[config.mk]
export PLATFORM = sky130hd
export DESIGN_NAME = lux_from_two_channel_light_core
export DESIGN_NICKNAME = d
export VERILOG_FILES = /design/src/lfl_pkg.sv /design/src/lfl_scale.sv /design/src/lfl_div_step.sv /design/src/lfl_lux.sv /design/src/lux_from_two_channel_light_core.sv
export VERILOG_INCLUDE_DIRS = /design/src /design/src/src
export SDC_FILE = /design/constraint.sdc
export NUM_CORES = 2
export LEC_CHECK = 0
export ABC_AREA = 0
export BUFFER_PORTS_ARGS = -buffer_cell sky130_fd_sc_hd__buf_2
export CORE_AREA = 4 4 507 509
export CTS_CLUSTER_SIZE = 30
export DETAILED_ROUTE_END_ITERATION = 7
export DIE_AREA = 0 0 511 513
export GPL_TIMING_DRIVEN = 0
export PLACE_DENSITY_LB_ADDON = 0.12
export SLEW_MARGIN = 20
export SYNTH_ARGS = -nofsm -noshare
export SYNTH_HDL_FRONTEND = slang
export SYNTH_SLANG_ARGS = --single-unit
[constraint.sdc]
create_clock -name clk -period 19.1 [get_ports clk]
set_input_delay 2.865 -clock clk [delete_from_list [all_inputs] [get_ports clk]]
set_output_delay 2.865 -clock clk [all_outputs]
set_load 0.01 [all_outputs]
[src/lux_from_two_channel_light_core_defines.svh]
// Assertion macros shared by the lux converter modules.
// Each macro expects signals named clk and rst_n in the including module.
`ifndef LUX_FROM_TWO_CHANNEL_LIGHT_CORE_DEFINES_SVH
`define LUX_FROM_TWO_CHANNEL_LIGHT_CORE_DEFINES_SVH

// Property that must hold in the same cycle as its antecedent.
`define LFL_ASSERT_SAME(name, ante, cons, msg) \
    name: assert property (@(posedge clk) disable iff (!rst_n) (ante) |-> (cons)) \
        else $error(msg);

// Property that must hold in the cycle after its antecedent.
`define LFL_ASSERT_NEXT(name, ante, cons, msg) \
    name: assert property (@(posedge clk) disable iff (!rst_n) (ante) |=> (cons)) \
        else $error(msg);

`endif

[src/lfl_pkg.sv]
// Shared types, constants and coefficient tables of the lux converter.
// Used by every module of the block; depends on nothing.
package lfl_pkg;

    localparam int CH_W         = 16;
    localparam int FACTOR_W     = 19;
    localparam int CHS_FRAC     = 10;
    localparam int SCALE_PROD_W = CH_W + FACTOR_W;
    localparam int SCALED_W     = SCALE_PROD_W - CHS_FRAC;
    localparam int QUO_W        = 11;
    localparam int COEF_W       = 10;
    localparam int SEGMENTS     = 8;
    localparam int SEG_IDX_W    = 3;
    localparam int LUX_PROD_W   = SCALED_W + COEF_W;
    localparam int LUX_SUM_W    = LUX_PROD_W + 1;
    localparam int LUX_FRAC     = 14;
    localparam int LUX_FULL_W   = LUX_SUM_W - LUX_FRAC;
    localparam int LUX_W        = 16;

    localparam logic [FACTOR_W-1:0]  FACTOR_13MS  = 19'h07517;
    localparam logic [FACTOR_W-1:0]  FACTOR_101MS = 19'h00fe7;
    localparam logic [FACTOR_W-1:0]  FACTOR_UNITY = 19'h00400;
    localparam logic [LUX_SUM_W-1:0] LUX_ROUND   = LUX_SUM_W'(1) << (LUX_FRAC - 1);

    localparam int CFG_INDEX_W = 2;
    localparam int CFG_DATA_W  = 2;

    localparam logic [CFG_INDEX_W-1:0] REG_GAIN_HIGH    = 2'd0;
    localparam logic [CFG_INDEX_W-1:0] REG_INTEG_TIME   = 2'd1;
    localparam logic [CFG_INDEX_W-1:0] REG_PACKAGE_TYPE = 2'd2;

    localparam logic [1:0] ITIME_13MS  = 2'd0;
    localparam logic [1:0] ITIME_101MS = 2'd1;

    typedef struct packed {
        logic [CH_W-1:0] broadband_count;
        logic [CH_W-1:0] infrared_count;
    } in_word_t;

    typedef struct packed {
        logic [LUX_W-1:0] lux_value;
        logic             lux_saturated;
    } out_word_t;

    typedef struct packed {
        logic       gain_high;
        logic [1:0] integration_time;
        logic       package_type;
    } cfg_t;

    // One word in flight through the ratio divider.
    typedef struct packed {
        logic [SCALED_W-1:0] s0;
        logic [SCALED_W-1:0] s1;
        logic [SCALED_W-1:0] rem;
        logic [QUO_W-1:0]    quo;
        logic                next_bit;
        logic                zero;
        logic                over;
        logic                pkg;
    } div_word_t;

    // Upper ratio bound of each segment, in Q9.
    function automatic logic [COEF_W-1:0] seg_limit(input logic pkg,
                                                   input logic [SEG_IDX_W-1:0] idx);
        logic [COEF_W-1:0] v;
        case ({pkg, idx})
            4'h0:    v = 10'h040;
            4'h1:    v = 10'h080;
            4'h2:    v = 10'h0c0;
            4'h3:    v = 10'h100;
            4'h4:    v = 10'h138;
            4'h5:    v = 10'h19a;
            4'h6:    v = 10'h29a;
            4'h8:    v = 10'h043;
            4'h9:    v = 10'h085;
            4'ha:    v = 10'h0c8;
            4'hb:    v = 10'h10a;
            4'hc:    v = 10'h14d;
            4'hd:    v = 10'h19a;
            4'he:    v = 10'h29a;
            default: v = 10'h3ff;
        endcase
        return v;
    endfunction

    function automatic logic [COEF_W-1:0] seg_offset(input logic pkg,
                                                    input logic [SEG_IDX_W-1:0] idx);
        logic [COEF_W-1:0] v;
        case ({pkg, idx})
            4'h0:    v = 10'h1f2;
            4'h1:    v = 10'h214;
            4'h2:    v = 10'h23f;
            4'h3:    v = 10'h270;
            4'h4:    v = 10'h16f;
            4'h5:    v = 10'h0d2;
            4'h6:    v = 10'h018;
            4'h8:    v = 10'h204;
            4'h9:    v = 10'h228;
            4'ha:    v = 10'h253;
            4'hb:    v = 10'h282;
            4'hc:    v = 10'h177;
            4'hd:    v = 10'h101;
            4'he:    v = 10'h037;
            default: v = '0;
        endcase
        return v;
    endfunction

    function automatic logic [COEF_W-1:0] seg_slope(input logic pkg,
                                                   input logic [SEG_IDX_W-1:0] idx);
        logic [COEF_W-1:0] v;
        case ({pkg, idx})
            4'h0:    v = 10'h1be;
            4'h1:    v = 10'h2d1;
            4'h2:    v = 10'h37b;
            4'h3:    v = 10'h3fe;
            4'h4:    v = 10'h1fc;
            4'h5:    v = 10'h0fb;
            4'h6:    v = 10'h012;
            4'h8:    v = 10'h1ad;
            4'h9:    v = 10'h2c1;
            4'ha:    v = 10'h363;
            4'hb:    v = 10'h3df;
            4'hc:    v = 10'h1dd;
            4'hd:    v = 10'h127;
            4'he:    v = 10'h02b;
            default: v = '0;
        endcase
        return v;
    endfunction

endpackage

[src/lfl_scale.sv]
// Channel scaling and divider setup: two pipeline stages.
// Depends on lfl_pkg.
module lfl_scale (
    input  logic               clk,
    input  logic               rst_n,
    input  lfl_pkg::cfg_t      cfg,
    input  logic               up_valid,
    output logic               up_ready,
    input  lfl_pkg::in_word_t  up_data,
    output logic               dn_valid,
    input  logic               dn_ready,
    output lfl_pkg::div_word_t dn_data
);

    logic [lfl_pkg::FACTOR_W-1:0]     base;
    logic [lfl_pkg::FACTOR_W-1:0]     factor;
    logic [lfl_pkg::SCALE_PROD_W-1:0] prod0;
    logic [lfl_pkg::SCALE_PROD_W-1:0] prod1;
    logic [lfl_pkg::SCALED_W-1:0]     a_s0_next;
    logic [lfl_pkg::SCALED_W-1:0]     a_s1_next;

    logic                             a_valid_reg;
    logic [lfl_pkg::SCALED_W-1:0]     a_s0_reg;
    logic [lfl_pkg::SCALED_W-1:0]     a_s1_reg;
    logic                             a_pkg_reg;
    logic                             b_valid_reg;
    lfl_pkg::div_word_t               b_word_reg;
    lfl_pkg::div_word_t               b_word_next;

    logic ready_a;
    logic ready_b;

    always_comb
    begin
        case (cfg.integration_time)
            lfl_pkg::ITIME_13MS:  base = lfl_pkg::FACTOR_13MS;
            lfl_pkg::ITIME_101MS: base = lfl_pkg::FACTOR_101MS;
            default:              base = lfl_pkg::FACTOR_UNITY;
        endcase
        // Low gain reads sixteen times lower, so the factor grows by 16.
        factor = cfg.gain_high ? base : (base << 4);
    end

    assign prod0 = lfl_pkg::SCALE_PROD_W'(up_data.broadband_count)
                 * lfl_pkg::SCALE_PROD_W'(factor);
    assign prod1 = lfl_pkg::SCALE_PROD_W'(up_data.infrared_count)
                 * lfl_pkg::SCALE_PROD_W'(factor);
    assign a_s0_next = prod0[lfl_pkg::SCALE_PROD_W-1:lfl_pkg::CHS_FRAC];
    assign a_s1_next = prod1[lfl_pkg::SCALE_PROD_W-1:lfl_pkg::CHS_FRAC];

    // The quotient (s1 << 10) / s0 only matters below 2048, so the division
    // starts from s1 >> 1 and the overflow case is flagged up front.
    always_comb
    begin
        b_word_next.s0       = a_s0_reg;
        b_word_next.s1       = a_s1_reg;
        b_word_next.rem      = {1'b0, a_s1_reg[lfl_pkg::SCALED_W-1:1]};
        b_word_next.quo      = '0;
        b_word_next.next_bit = a_s1_reg[0];
        b_word_next.zero     = (a_s0_reg == '0);
        b_word_next.over     = ({1'b0, a_s1_reg} >= {a_s0_reg, 1'b0});
        b_word_next.pkg      = a_pkg_reg;
    end

    assign ready_b  = !b_valid_reg || dn_ready;
    assign ready_a  = !a_valid_reg || ready_b;
    assign up_ready = ready_a;

    always_ff @(posedge clk or negedge rst_n)
    begin
        if (!rst_n)
        begin
            a_valid_reg <= 1'b0;
            b_valid_reg <= 1'b0;
        end
        else
        begin
            if (ready_a)
            begin
                a_valid_reg <= up_valid;
            end
            if (ready_b)
            begin
                b_valid_reg <= a_valid_reg;
            end
        end
    end

    always_ff @(posedge clk)
    begin
        if (ready_a && up_valid)
        begin
            a_s0_reg  <= a_s0_next;
            a_s1_reg  <= a_s1_next;
            a_pkg_reg <= cfg.package_type;
        end
        if (ready_b && a_valid_reg)
        begin
            b_word_reg <= b_word_next;
        end
    end

    assign dn_valid = b_valid_reg;
    assign dn_data  = b_word_reg;

endmodule

[src/lfl_div_step.sv]
// One restoring-division stage: one quotient bit per pipeline stage.
// Depends on lfl_pkg and the shared assertion macros.
`include "lux_from_two_channel_light_core_defines.svh"

module lfl_div_step (
    input  logic               clk,
    input  logic               rst_n,
    input  logic               up_valid,
    output logic               up_ready,
    input  lfl_pkg::div_word_t up_data,
    output logic               dn_valid,
    input  logic               dn_ready,
    output lfl_pkg::div_word_t dn_data
);

    logic [lfl_pkg::SCALED_W:0] shifted;
    logic [lfl_pkg::SCALED_W:0] diff;
    logic                       fits;
    lfl_pkg::div_word_t         word_next;
    lfl_pkg::div_word_t         word_reg;
    logic                       valid_reg;

    assign shifted = {up_data.rem, up_data.next_bit};
    assign diff    = shifted - {1'b0, up_data.s0};
    assign fits    = (shifted >= {1'b0, up_data.s0});

    always_comb
    begin
        word_next          = up_data;
        word_next.rem      = fits ? diff[lfl_pkg::SCALED_W-1:0]
                                  : shifted[lfl_pkg::SCALED_W-1:0];
        word_next.quo      = {up_data.quo[lfl_pkg::QUO_W-2:0], fits};
        // Only the first step brings in a dividend bit; the rest are zero.
        word_next.next_bit = 1'b0;
    end

    assign up_ready = !valid_reg || dn_ready;

    always_ff @(posedge clk or negedge rst_n)
    begin
        if (!rst_n)
        begin
            valid_reg <= 1'b0;
        end
        else if (up_ready)
        begin
            valid_reg <= up_valid;
        end
    end

    always_ff @(posedge clk)
    begin
        if (up_ready && up_valid)
        begin
            word_reg <= word_next;
        end
    end

    assign dn_valid = valid_reg;
    assign dn_data  = word_reg;

    // For a quotient in range, the partial remainder stays below the divisor.
    `LFL_ASSERT_SAME(a_rem_below_divisor, valid_reg && !word_reg.zero && !word_reg.over, word_reg.rem < word_reg.s0, "lfl_div_step: remainder not below divisor")

endmodule

[src/lfl_lux.sv]
// Segment lookup, coefficient products, and rounding with saturation.
// Three pipeline stages; depends on lfl_pkg and the shared assertion macros.
`include "lux_from_two_channel_light_core_defines.svh"

module lfl_lux (
    input  logic               clk,
    input  logic               rst_n,
    input  logic               up_valid,
    output logic               up_ready,
    input  lfl_pkg::div_word_t up_data,
    output logic               out_valid,
    input  logic               out_stall,
    output lfl_pkg::out_word_t out_data
);

    logic [lfl_pkg::SEG_IDX_W-1:0]  seg;

    logic                           c_valid_reg;
    logic [lfl_pkg::SCALED_W-1:0]   c_s0_reg;
    logic [lfl_pkg::SCALED_W-1:0]   c_s1_reg;
    logic [lfl_pkg::COEF_W-1:0]     c_offset_reg;
    logic [lfl_pkg::COEF_W-1:0]     c_slope_reg;

    logic                           d_valid_reg;
    logic [lfl_pkg::LUX_PROD_W-1:0] d_pos_reg;
    logic [lfl_pkg::LUX_PROD_W-1:0] d_neg_reg;
    logic [lfl_pkg::LUX_PROD_W-1:0] d_pos_next;
    logic [lfl_pkg::LUX_PROD_W-1:0] d_neg_next;

    logic [lfl_pkg::LUX_PROD_W-1:0] diff;
    logic [lfl_pkg::LUX_SUM_W-1:0]  rounded;
    logic [lfl_pkg::LUX_FULL_W-1:0] lux_full;
    logic                           e_valid_reg;
    lfl_pkg::out_word_t             e_data_reg;
    lfl_pkg::out_word_t             e_data_next;

    logic ready_c;
    logic ready_d;
    logic ready_e;
    logic load_c;
    logic load_e;

    // The rounded ratio (q + 1) >> 1 is within a limit exactly when q is
    // within twice that limit, so the raw quotient is compared directly.
    always_comb
    begin
        seg = lfl_pkg::SEG_IDX_W'(lfl_pkg::SEGMENTS - 1);
        for (int i = lfl_pkg::SEGMENTS - 2; i >= 0; i--)
        begin
            if (up_data.quo <= {lfl_pkg::seg_limit(up_data.pkg, lfl_pkg::SEG_IDX_W'(i)), 1'b0})
            begin
                seg = lfl_pkg::SEG_IDX_W'(i);
            end
        end
        if (up_data.over)
        begin
            seg = lfl_pkg::SEG_IDX_W'(lfl_pkg::SEGMENTS - 1);
        end
        // A zero broadband term counts as ratio zero.
        if (up_data.zero)
        begin
            seg = '0;
        end
    end

    assign d_pos_next = lfl_pkg::LUX_PROD_W'(c_s0_reg) * lfl_pkg::LUX_PROD_W'(c_offset_reg);
    assign d_neg_next = lfl_pkg::LUX_PROD_W'(c_s1_reg) * lfl_pkg::LUX_PROD_W'(c_slope_reg);

    always_comb
    begin
        diff     = (d_pos_reg > d_neg_reg) ? (d_pos_reg - d_neg_reg) : '0;
        rounded  = lfl_pkg::LUX_SUM_W'(diff) + lfl_pkg::LUX_ROUND;
        lux_full = rounded[lfl_pkg::LUX_SUM_W-1:lfl_pkg::LUX_FRAC];
        e_data_next.lux_saturated = |lux_full[lfl_pkg::LUX_FULL_W-1:lfl_pkg::LUX_W];
        e_data_next.lux_value     = e_data_next.lux_saturated ? '1
                                    : lux_full[lfl_pkg::LUX_W-1:0];
    end

    assign ready_e  = !e_valid_reg || !out_stall;
    assign ready_d  = !d_valid_reg || ready_e;
    assign ready_c  = !c_valid_reg || ready_d;
    assign up_ready = ready_c;
    assign load_c   = ready_c && up_valid;
    assign load_e   = ready_e && d_valid_reg;

    always_ff @(posedge clk or negedge rst_n)
    begin
        if (!rst_n)
        begin
            c_valid_reg <= 1'b0;
            d_valid_reg <= 1'b0;
            e_valid_reg <= 1'b0;
        end
        else
        begin
            if (ready_c)
            begin
                c_valid_reg <= up_valid;
            end
            if (ready_d)
            begin
                d_valid_reg <= c_valid_reg;
            end
            if (ready_e)
            begin
                e_valid_reg <= d_valid_reg;
            end
        end
    end

    always_ff @(posedge clk)
    begin
        if (load_c)
        begin
            c_s0_reg     <= up_data.s0;
            c_s1_reg     <= up_data.s1;
            c_offset_reg <= lfl_pkg::seg_offset(up_data.pkg, seg);
            c_slope_reg  <= lfl_pkg::seg_slope(up_data.pkg, seg);
        end
        if (ready_d && c_valid_reg)
        begin
            d_pos_reg <= d_pos_next;
            d_neg_reg <= d_neg_next;
        end
        if (load_e)
        begin
            e_data_reg <= e_data_next;
        end
    end

    assign out_valid = e_valid_reg;
    assign out_data  = e_data_reg;

    // A ratio beyond the last segment selects zero coefficients.
    `LFL_ASSERT_NEXT(a_steep_ratio_zero_coef, load_c && up_data.over && !up_data.zero, c_offset_reg == '0 && c_slope_reg == '0, "lfl_lux: coefficients not zero above last segment")

    // A non-positive difference must give zero lux without saturation.
    `LFL_ASSERT_NEXT(a_clamp_gives_zero, load_e && (d_pos_reg <= d_neg_reg), e_data_reg.lux_value == '0 && !e_data_reg.lux_saturated, "lfl_lux: clamped difference did not give zero")

endmodule

[src/lux_from_two_channel_light_core.sv]
// Usage notes:
// Converts a broadband and an infrared photodiode count into lux with a
// piecewise-linear approximation. The input channel (in_valid, in_stall,
// in_data) takes one word per cycle while not stalled; the output channel
// (out_valid, out_stall, out_data) returns exactly one word per input word,
// in order. Each word passes two scaling stages, eleven divider stages
// that each resolve one bit of the Q10 ratio, then segment lookup,
// coefficient products and rounding. Throughput is one word per cycle
// while out_stall is low; every stage, each divider step included, takes
// a new word whenever the stage after it moves.
// A stalled output holds its word; upstream stages keep accepting until
// every stage is full, so in_stall only rises when no bubble is left.
// The configuration port (cfg_wr_en, cfg_index, cfg_data) writes gain,
// integration time and package type; write it only while no word is in
// flight. Unknown indexes are ignored.
// Reset clears all valid bits and sets every configuration register to 0.
// Depends on lfl_pkg, lfl_scale, lfl_div_step and lfl_lux.
module lux_from_two_channel_light_core (
    input  logic                            clk,
    input  logic                            rst_n,
    input  logic                            cfg_wr_en,
    input  logic [lfl_pkg::CFG_INDEX_W-1:0] cfg_index,
    input  logic [lfl_pkg::CFG_DATA_W-1:0]  cfg_data,
    input  logic                            in_valid,
    output logic                            in_stall,
    input  lfl_pkg::in_word_t               in_data,
    output logic                            out_valid,
    input  logic                            out_stall,
    output lfl_pkg::out_word_t              out_data
);

    lfl_pkg::cfg_t      cfg_reg;
    logic               scale_ready;

    logic               stp_valid [lfl_pkg::QUO_W+1];
    logic               stp_ready [lfl_pkg::QUO_W+1];
    lfl_pkg::div_word_t stp_data  [lfl_pkg::QUO_W+1];

    always_ff @(posedge clk or negedge rst_n)
    begin
        if (!rst_n)
        begin
            cfg_reg <= '0;
        end
        else if (cfg_wr_en)
        begin
            case (cfg_index)
                lfl_pkg::REG_GAIN_HIGH:    cfg_reg.gain_high        <= cfg_data[0];
                lfl_pkg::REG_INTEG_TIME:   cfg_reg.integration_time <= cfg_data[1:0];
                lfl_pkg::REG_PACKAGE_TYPE: cfg_reg.package_type     <= cfg_data[0];
                default:                   cfg_reg                  <= cfg_reg;
            endcase
        end
    end

    lfl_scale u_scale (
        .clk      (clk),
        .rst_n    (rst_n),
        .cfg      (cfg_reg),
        .up_valid (in_valid),
        .up_ready (scale_ready),
        .up_data  (in_data),
        .dn_valid (stp_valid[0]),
        .dn_ready (stp_ready[0]),
        .dn_data  (stp_data[0])
    );

    assign in_stall = !scale_ready;

    for (genvar k = 0; k < lfl_pkg::QUO_W; k++)
    begin : g_div
        lfl_div_step u_step (
            .clk      (clk),
            .rst_n    (rst_n),
            .up_valid (stp_valid[k]),
            .up_ready (stp_ready[k]),
            .up_data  (stp_data[k]),
            .dn_valid (stp_valid[k+1]),
            .dn_ready (stp_ready[k+1]),
            .dn_data  (stp_data[k+1])
        );
    end

    lfl_lux u_lux (
        .clk       (clk),
        .rst_n     (rst_n),
        .up_valid  (stp_valid[lfl_pkg::QUO_W]),
        .up_ready  (stp_ready[lfl_pkg::QUO_W]),
        .up_data   (stp_data[lfl_pkg::QUO_W]),
        .out_valid (out_valid),
        .out_stall (out_stall),
        .out_data  (out_data)
    );

endmodule

* Word level (Yosys, flattened, before mapping)
Memory sizes are Yosys's and may differ from the RTL's. A register that Yosys moved wholly into a read port is not among the register bits.
Cells that the tools add are included.
** Operators by class
- Bitwise operators :: 1
- Order comparisons :: 20
- Muxes and demuxes :: 27
- Multipliers :: 4
- Equal/unequal tests :: 3
- Reductions and logical operators :: 57
- $add $sub $neg :: 12
** Operator list (number)
- $ge 26x25->1 :: 10
- $mux 25 :: 10
- $sub 25x25->25 :: 10
- $pmux 10 s2 :: 5
- $mul 16x19->35 :: 2
- $mul 25x10->35 :: 2
- $le 11x11->1 :: 5
- $add 35x14->36 const B :: 1
- $gt 35x35->1 :: 1
- $mux 35 :: 1
- $sub 35x35->35 :: 1
- $pmux 15 s2 :: 1
- $ge 25x26->1 :: 1
- $ge 25x25->1 :: 1
- $logic_not 25->1 :: 1
- $mux 3 :: 7
- $mux 19 :: 1
- $logic_not 1->1 :: 18
- $logic_and 1x1->1 :: 16
- $logic_or 1x1->1 :: 16
- $le 11x10->1 const B :: 1
- $le 11x11->1 const B :: 1
- $reduce_and 2->1 :: 3
- $reduce_or 6->1 :: 1
- 6 further kinds :: 8
** Storage, ports and cells
- Register bits after elaboration :: 1185
- Logic and storage cells :: 246
- Memories kept :: 2
- ROM bits :: 320
- Output and inout bits :: 19
- Input bits :: 41
** Memory list
- (name not given) :: depth 16, width 10, read ports 1, clocked after memory_dff 1, wr ports 0, RTL line lfl_pkg.sv:90 : case ({pkg, idx})
- (name not given) :: depth 16, width 10, read ports 1, clocked after memory_dff 1, wr ports 0, RTL line lfl_pkg.sv:113 : case ({pkg, idx})

* Depth between registers and ports, before layout
- Depth in word-level cells :: 18
- Depth in mapped cells :: 29
- Mapped depth without buffers :: 28

* By module
A second synthesis with hierarchy kept.
** Unflattened totals
- Cells, all modules :: 8421
- Area, all modules :: 96263.6 um2
** Modules (own cells, without submodules)
- lfl_div_step :: cells each 338, seq. area each 2697.6 um2, area each 4588.2 um2, times used 11
- lfl_lux :: cells each 2465, seq. area each 4789.6 um2, area each 23588.9 um2, times used 1
- lfl_scale :: cells each 2226, seq. area each 3173.0 um2, area each 22033.6 um2, times used 1
- lux_from_two_channel_light_core :: cells each 12, seq. area each 100.1 um2, area each 171.4 um2, times used 1

* Worst setup path before layout
No wires, ideal clock.
- Path type :: input to register
- From :: in out_stall
- To :: reg g_div[5].u_step.word_reg (netlist bit g_div[5].u_step.dn_data[0]), enable pin
- Setup slack :: 8.746 ns
- Required time :: 18.445 ns
- Buffers on the path :: 0
- Stages :: 6
- Setup time :: 0.655 ns
- Arrival time :: 9.699 ns
- Cells stage by stage :: nand4_1 inv_1 and3_1 and2_1 and3_1 a21boi_0
** On the way
- Longest elaborated chain between the ends :: 11
** RTL lines
- from (decl) :: RTL line lux_from_two_channel_light_core.sv:28 : input logic out_stall,
- $logic_not 1->1 :: RTL line lfl_lux.sv:79 : assign ready_e = !e_valid_reg || !out_stall;
- $logic_or 1x1->1 :: RTL line lfl_lux.sv:79
- $logic_or 1x1->1 :: RTL line lfl_lux.sv:80 : assign ready_d = !d_valid_reg || ready_e;
- $logic_or 1x1->1 :: RTL line lfl_lux.sv:81 : assign ready_c = !c_valid_reg || ready_d;
- $logic_or 1x1->1 (6 in a row) :: RTL line lfl_div_step.sv:37 : assign up_ready = !valid_reg || dn_ready;
- $logic_and 1x1->1 :: RTL line lfl_div_step.sv:53 : if (up_ready && up_valid)
- to (signal assigned) :: RTL line lfl_div_step.sv:55 : word_reg <= word_next;
- to (decl) :: RTL line lfl_div_step.sv:20 : lfl_pkg::div_word_t word_reg;
No other way between the ends.
A chain may end at the register's enable or synchronous reset.

* Worst setup path after layout
- From :: reg cfg_reg[2] (netlist bit)
- To :: reg u_scale.a_s1_reg[24] (netlist bit) (data pin)
** On the way
- Longest elaborated chain between the ends :: 4
- Elaborated cells between the ends (all ways) :: 5
- Classes of those cells :: 1 x mul; 1 x eq/ne; 2 x mux; 1 x reduce/logical
** RTL lines
- from (decl) :: RTL line lux_from_two_channel_light_core.sv:32 : lfl_pkg::cfg_t cfg_reg;
- from (signal assigned) :: RTL line lux_from_two_channel_light_core.sv:51 : default: cfg_reg <= cfg_reg;
- $eq 2x1->1 / $logic_not 2->1 (equally long branches) :: RTL line lfl_scale.sv:35 : case (cfg.integration_time)
- $pmux 15 s2 (*) :: RTL line lfl_scale.sv:35
- $mux 19 (*) :: RTL line lfl_scale.sv:41 : factor = cfg.gain_high ? base : (base << 4);
- $mul 16x19->35 (*) :: RTL line lfl_scale.sv:47 : * lfl_pkg::SCALE_PROD_W'(factor);
- via u_scale.prod1 (one bit) :: RTL line lfl_scale.sv:18 : logic [lfl_pkg::SCALE_PROD_W-1:0] prod1;
- to (signal assigned) :: RTL line lfl_scale.sv:94 : a_s1_reg <= a_s1_next;
- to (decl) :: RTL line lfl_scale.sv:24 : logic [lfl_pkg::SCALED_W-1:0] a_s1_reg;
Mark *: on every way through the listed nets, which the timed path passes. The rest lies on a longest branch.

==> qor.txt <==
Clock-pin slew on the worst setup and hold paths: 60 ps
Mapped Avg Cell Area: 11.2 um2
Layout cell share with drive strength beyond 1: 6.18%
Vias after detailed routing: 55300
Clk_lat worst skew: 790 ps
Measured slew at the worst slew-check pin: 1080 ps
Sequential share of the synthesized area: 40.2%
WHS: 390 ps
M3 GR Usage: 1.95%
Ys flop type: edfxtp_1
First-pass iteration count of the detailed router: 7
Port Buf Inserts: 52
Kind of start point of the critical path: register
Placed Area: 93100 um2
Relative slew slack: 28.0%
Post-DP HPWL: 182000 um
Resize count post-CTS: 0
Max-slew violation count: 0
Top Ports: 60
Gate Count Post-Synth: 7852
Crit end category: register
Final Skew: 57.1 ps
Fillers: 24600
Most frequent cells in the layout: 1354 x inv_1, 1160 x edfxtp_1, 812 x fa_1, 734 x ha_1, 714 x nand2_1
Max Freq: 102 MHz
CTS sink cnt: 1180
Worst Path Max Fanout: 10
Final hold vios: 0
Initial Util: 34.7%
Initial antenna violation count: 4
Post-route cell area: 97600 um2
RSZ-0062 raised after global routing: false
WL final: 221000 um
Setup Buffers After CTS: 0
Top Usage Layer GRT: met2
Status: complete, no violations
Row Count: 185
Vias in the first global route: 59500
Netlist area before placement: 87900 um2
Synth cell types: 92
DRC Markers: 0
Most common library cell in the layout ignoring fill and taps: inv_1
Post-synth EDFFs: 1160
Die Area: 262000 um2
Cts-stage hold buffer count: 0
Setup TNS: 0 ps
Layout net count: 9662
Mapped Nets: 9439
Post-synth ARST share: 1.69%
Fin util: 38.6%
Final period utilization: 51.4%
Min cycle time layout: 9810 ps
Avg WL per Cell: 19.1 um
Final setup violation count: 0
Gr usage total: 17.0%
Final antenna-violating net count: 0
CTS Buffer Depth: 3
HP Class: register to register
Area of the multi-input gates: 46700 um2
Htree depth: 4
Gpl congestion: 0.886
Area of the core: 253000 um2
Synthesized flop and latch total: 1180
Critical path class: register to register
Sequential cell area: 35300 um2
Area Growth Syn to Fin: 11.1%
Die height: 513 um
Max reg flops: 899
CTS tree: done
Global-route wire length before repair: 348000 um
Die width: 511 um
Met2 Use GR: 31.3%
GR Util met1: 20.5%
Crit path required time: 19600 ps
Synth warnings: 0
TritonCTS Buffers: 140
# Max-Cap Violations: 0
First-iteration detailed-routing DRC count: 2772
Crit path DAT: 10310 ps
Global route overflow: 0
Largest net degree at the start of global routing: 58
CTS root buf: clkbuf_16
Vias/cell: 4.79
-- cells by family (layout without fill, tap and decap cells) --
logic type / count (synthesis) / count (layout) / synth area share [%]
AO/OA/AOI/OAI: 1082 / 1082 / 7.88
XOR/XNOR: 329 / 329 / 3.29
adder cells (fa/ha/maj): 1546 / 1546 / 28.9
buffers and inverters: 1575 / 1910 / 6.74
flip-flops: 1180 / 1180 / 40.2
multiplexers: 136 / 136 / 1.72
other: 0 / 2 / 0
AND/OR/NAND/NOR: 2004 / 2004 / 11.2
-- worst paths after layout --
kind                                                   from                     endpoint  slack [ps]  cells past startpoint
worst min-delay path            g_div[2].u_step.dn_data[64]  g_div[3].u_step.dn_data[64]         390                      0
worst min register to register  g_div[2].u_step.dn_data[64]  g_div[3].u_step.dn_data[64]         390                      0
max in group asynchronous                             rst_n            u_lux.d_valid_reg       16540                      1
worst max register to register                   cfg_reg[2]         u_scale.a_s1_reg[24]        9290                     26
worst max-delay path                             cfg_reg[2]         u_scale.a_s1_reg[24]        9290                     26
min in group asynchronous                             rst_n                   cfg_reg[0]        2090                      1
-- routing by layer --
metal  part of all wire (%)  wire length (um)
met4                    3.7              8240
met3                    2.8              6290
met2                     52            114000
met1                     42             92500
met5                 0.0072                16
-- Yosys cell counts, drive strengths merged, types with 135 or more instances --
cell type	count	share of area (%)
clkbuf	202	0.86
and2	366	2.6
inv	1354	5.8
o21ai	193	1.1
edfxtp	1160	40
ha	734	10
a21oi	368	2.1
a21o	135	1.2
fa	812	18
nand2	714	3.0
nor2	343	1.5
xnor2	219	2.2
-- worst max-delay path, stage by stage, from the launching register on --
cell and delay, ps:
dfrtp_1 380, clkbuf_1 250, nor2_1 690, clkbuf_1 780, clkbuf_1 830, nand2_1 250
fa_1 540, fa_1 560, inv_1 60, fa_1 490, fa_1 510, fa_1 540
inv_1 60, fa_1 470, inv_1 40, ha_1 330, and3_1 220, a31o_2 240
a21oi_1 100, o21ai_0 210, o211ai_1 360, o21bai_1 220, o41ai_1 590, o21a_1 260
o21bai_1 100, a21oi_1 180, xnor2_1 260
-- area by class of cell --
cell class,count,share of cell area [%]
clock buffers,171,3.75
repair buffers,81,0.965
flip-flops and latches,1180,36.2
diodes,2,0.00513
inverters,1355,5.21
well taps,3366,4.31
clock inverters,83,0.842
multi-input cells,5097,47.9
plain buffers,220,0.862
-- stage by stage --
step | std cells | setup WS [ps]
after floorplan | 7852 | 8750
after global placement | 11300 | 5820
after detailed placement | 11300 | 8490
after CTS | 11600 | 9220
after global routing | 11600 | 8890
final | 11600 | 9290
Power is left out: the tool's default activity adds up to more than one toggle a clock period on the data nets, which glitch-free logic cannot reach.
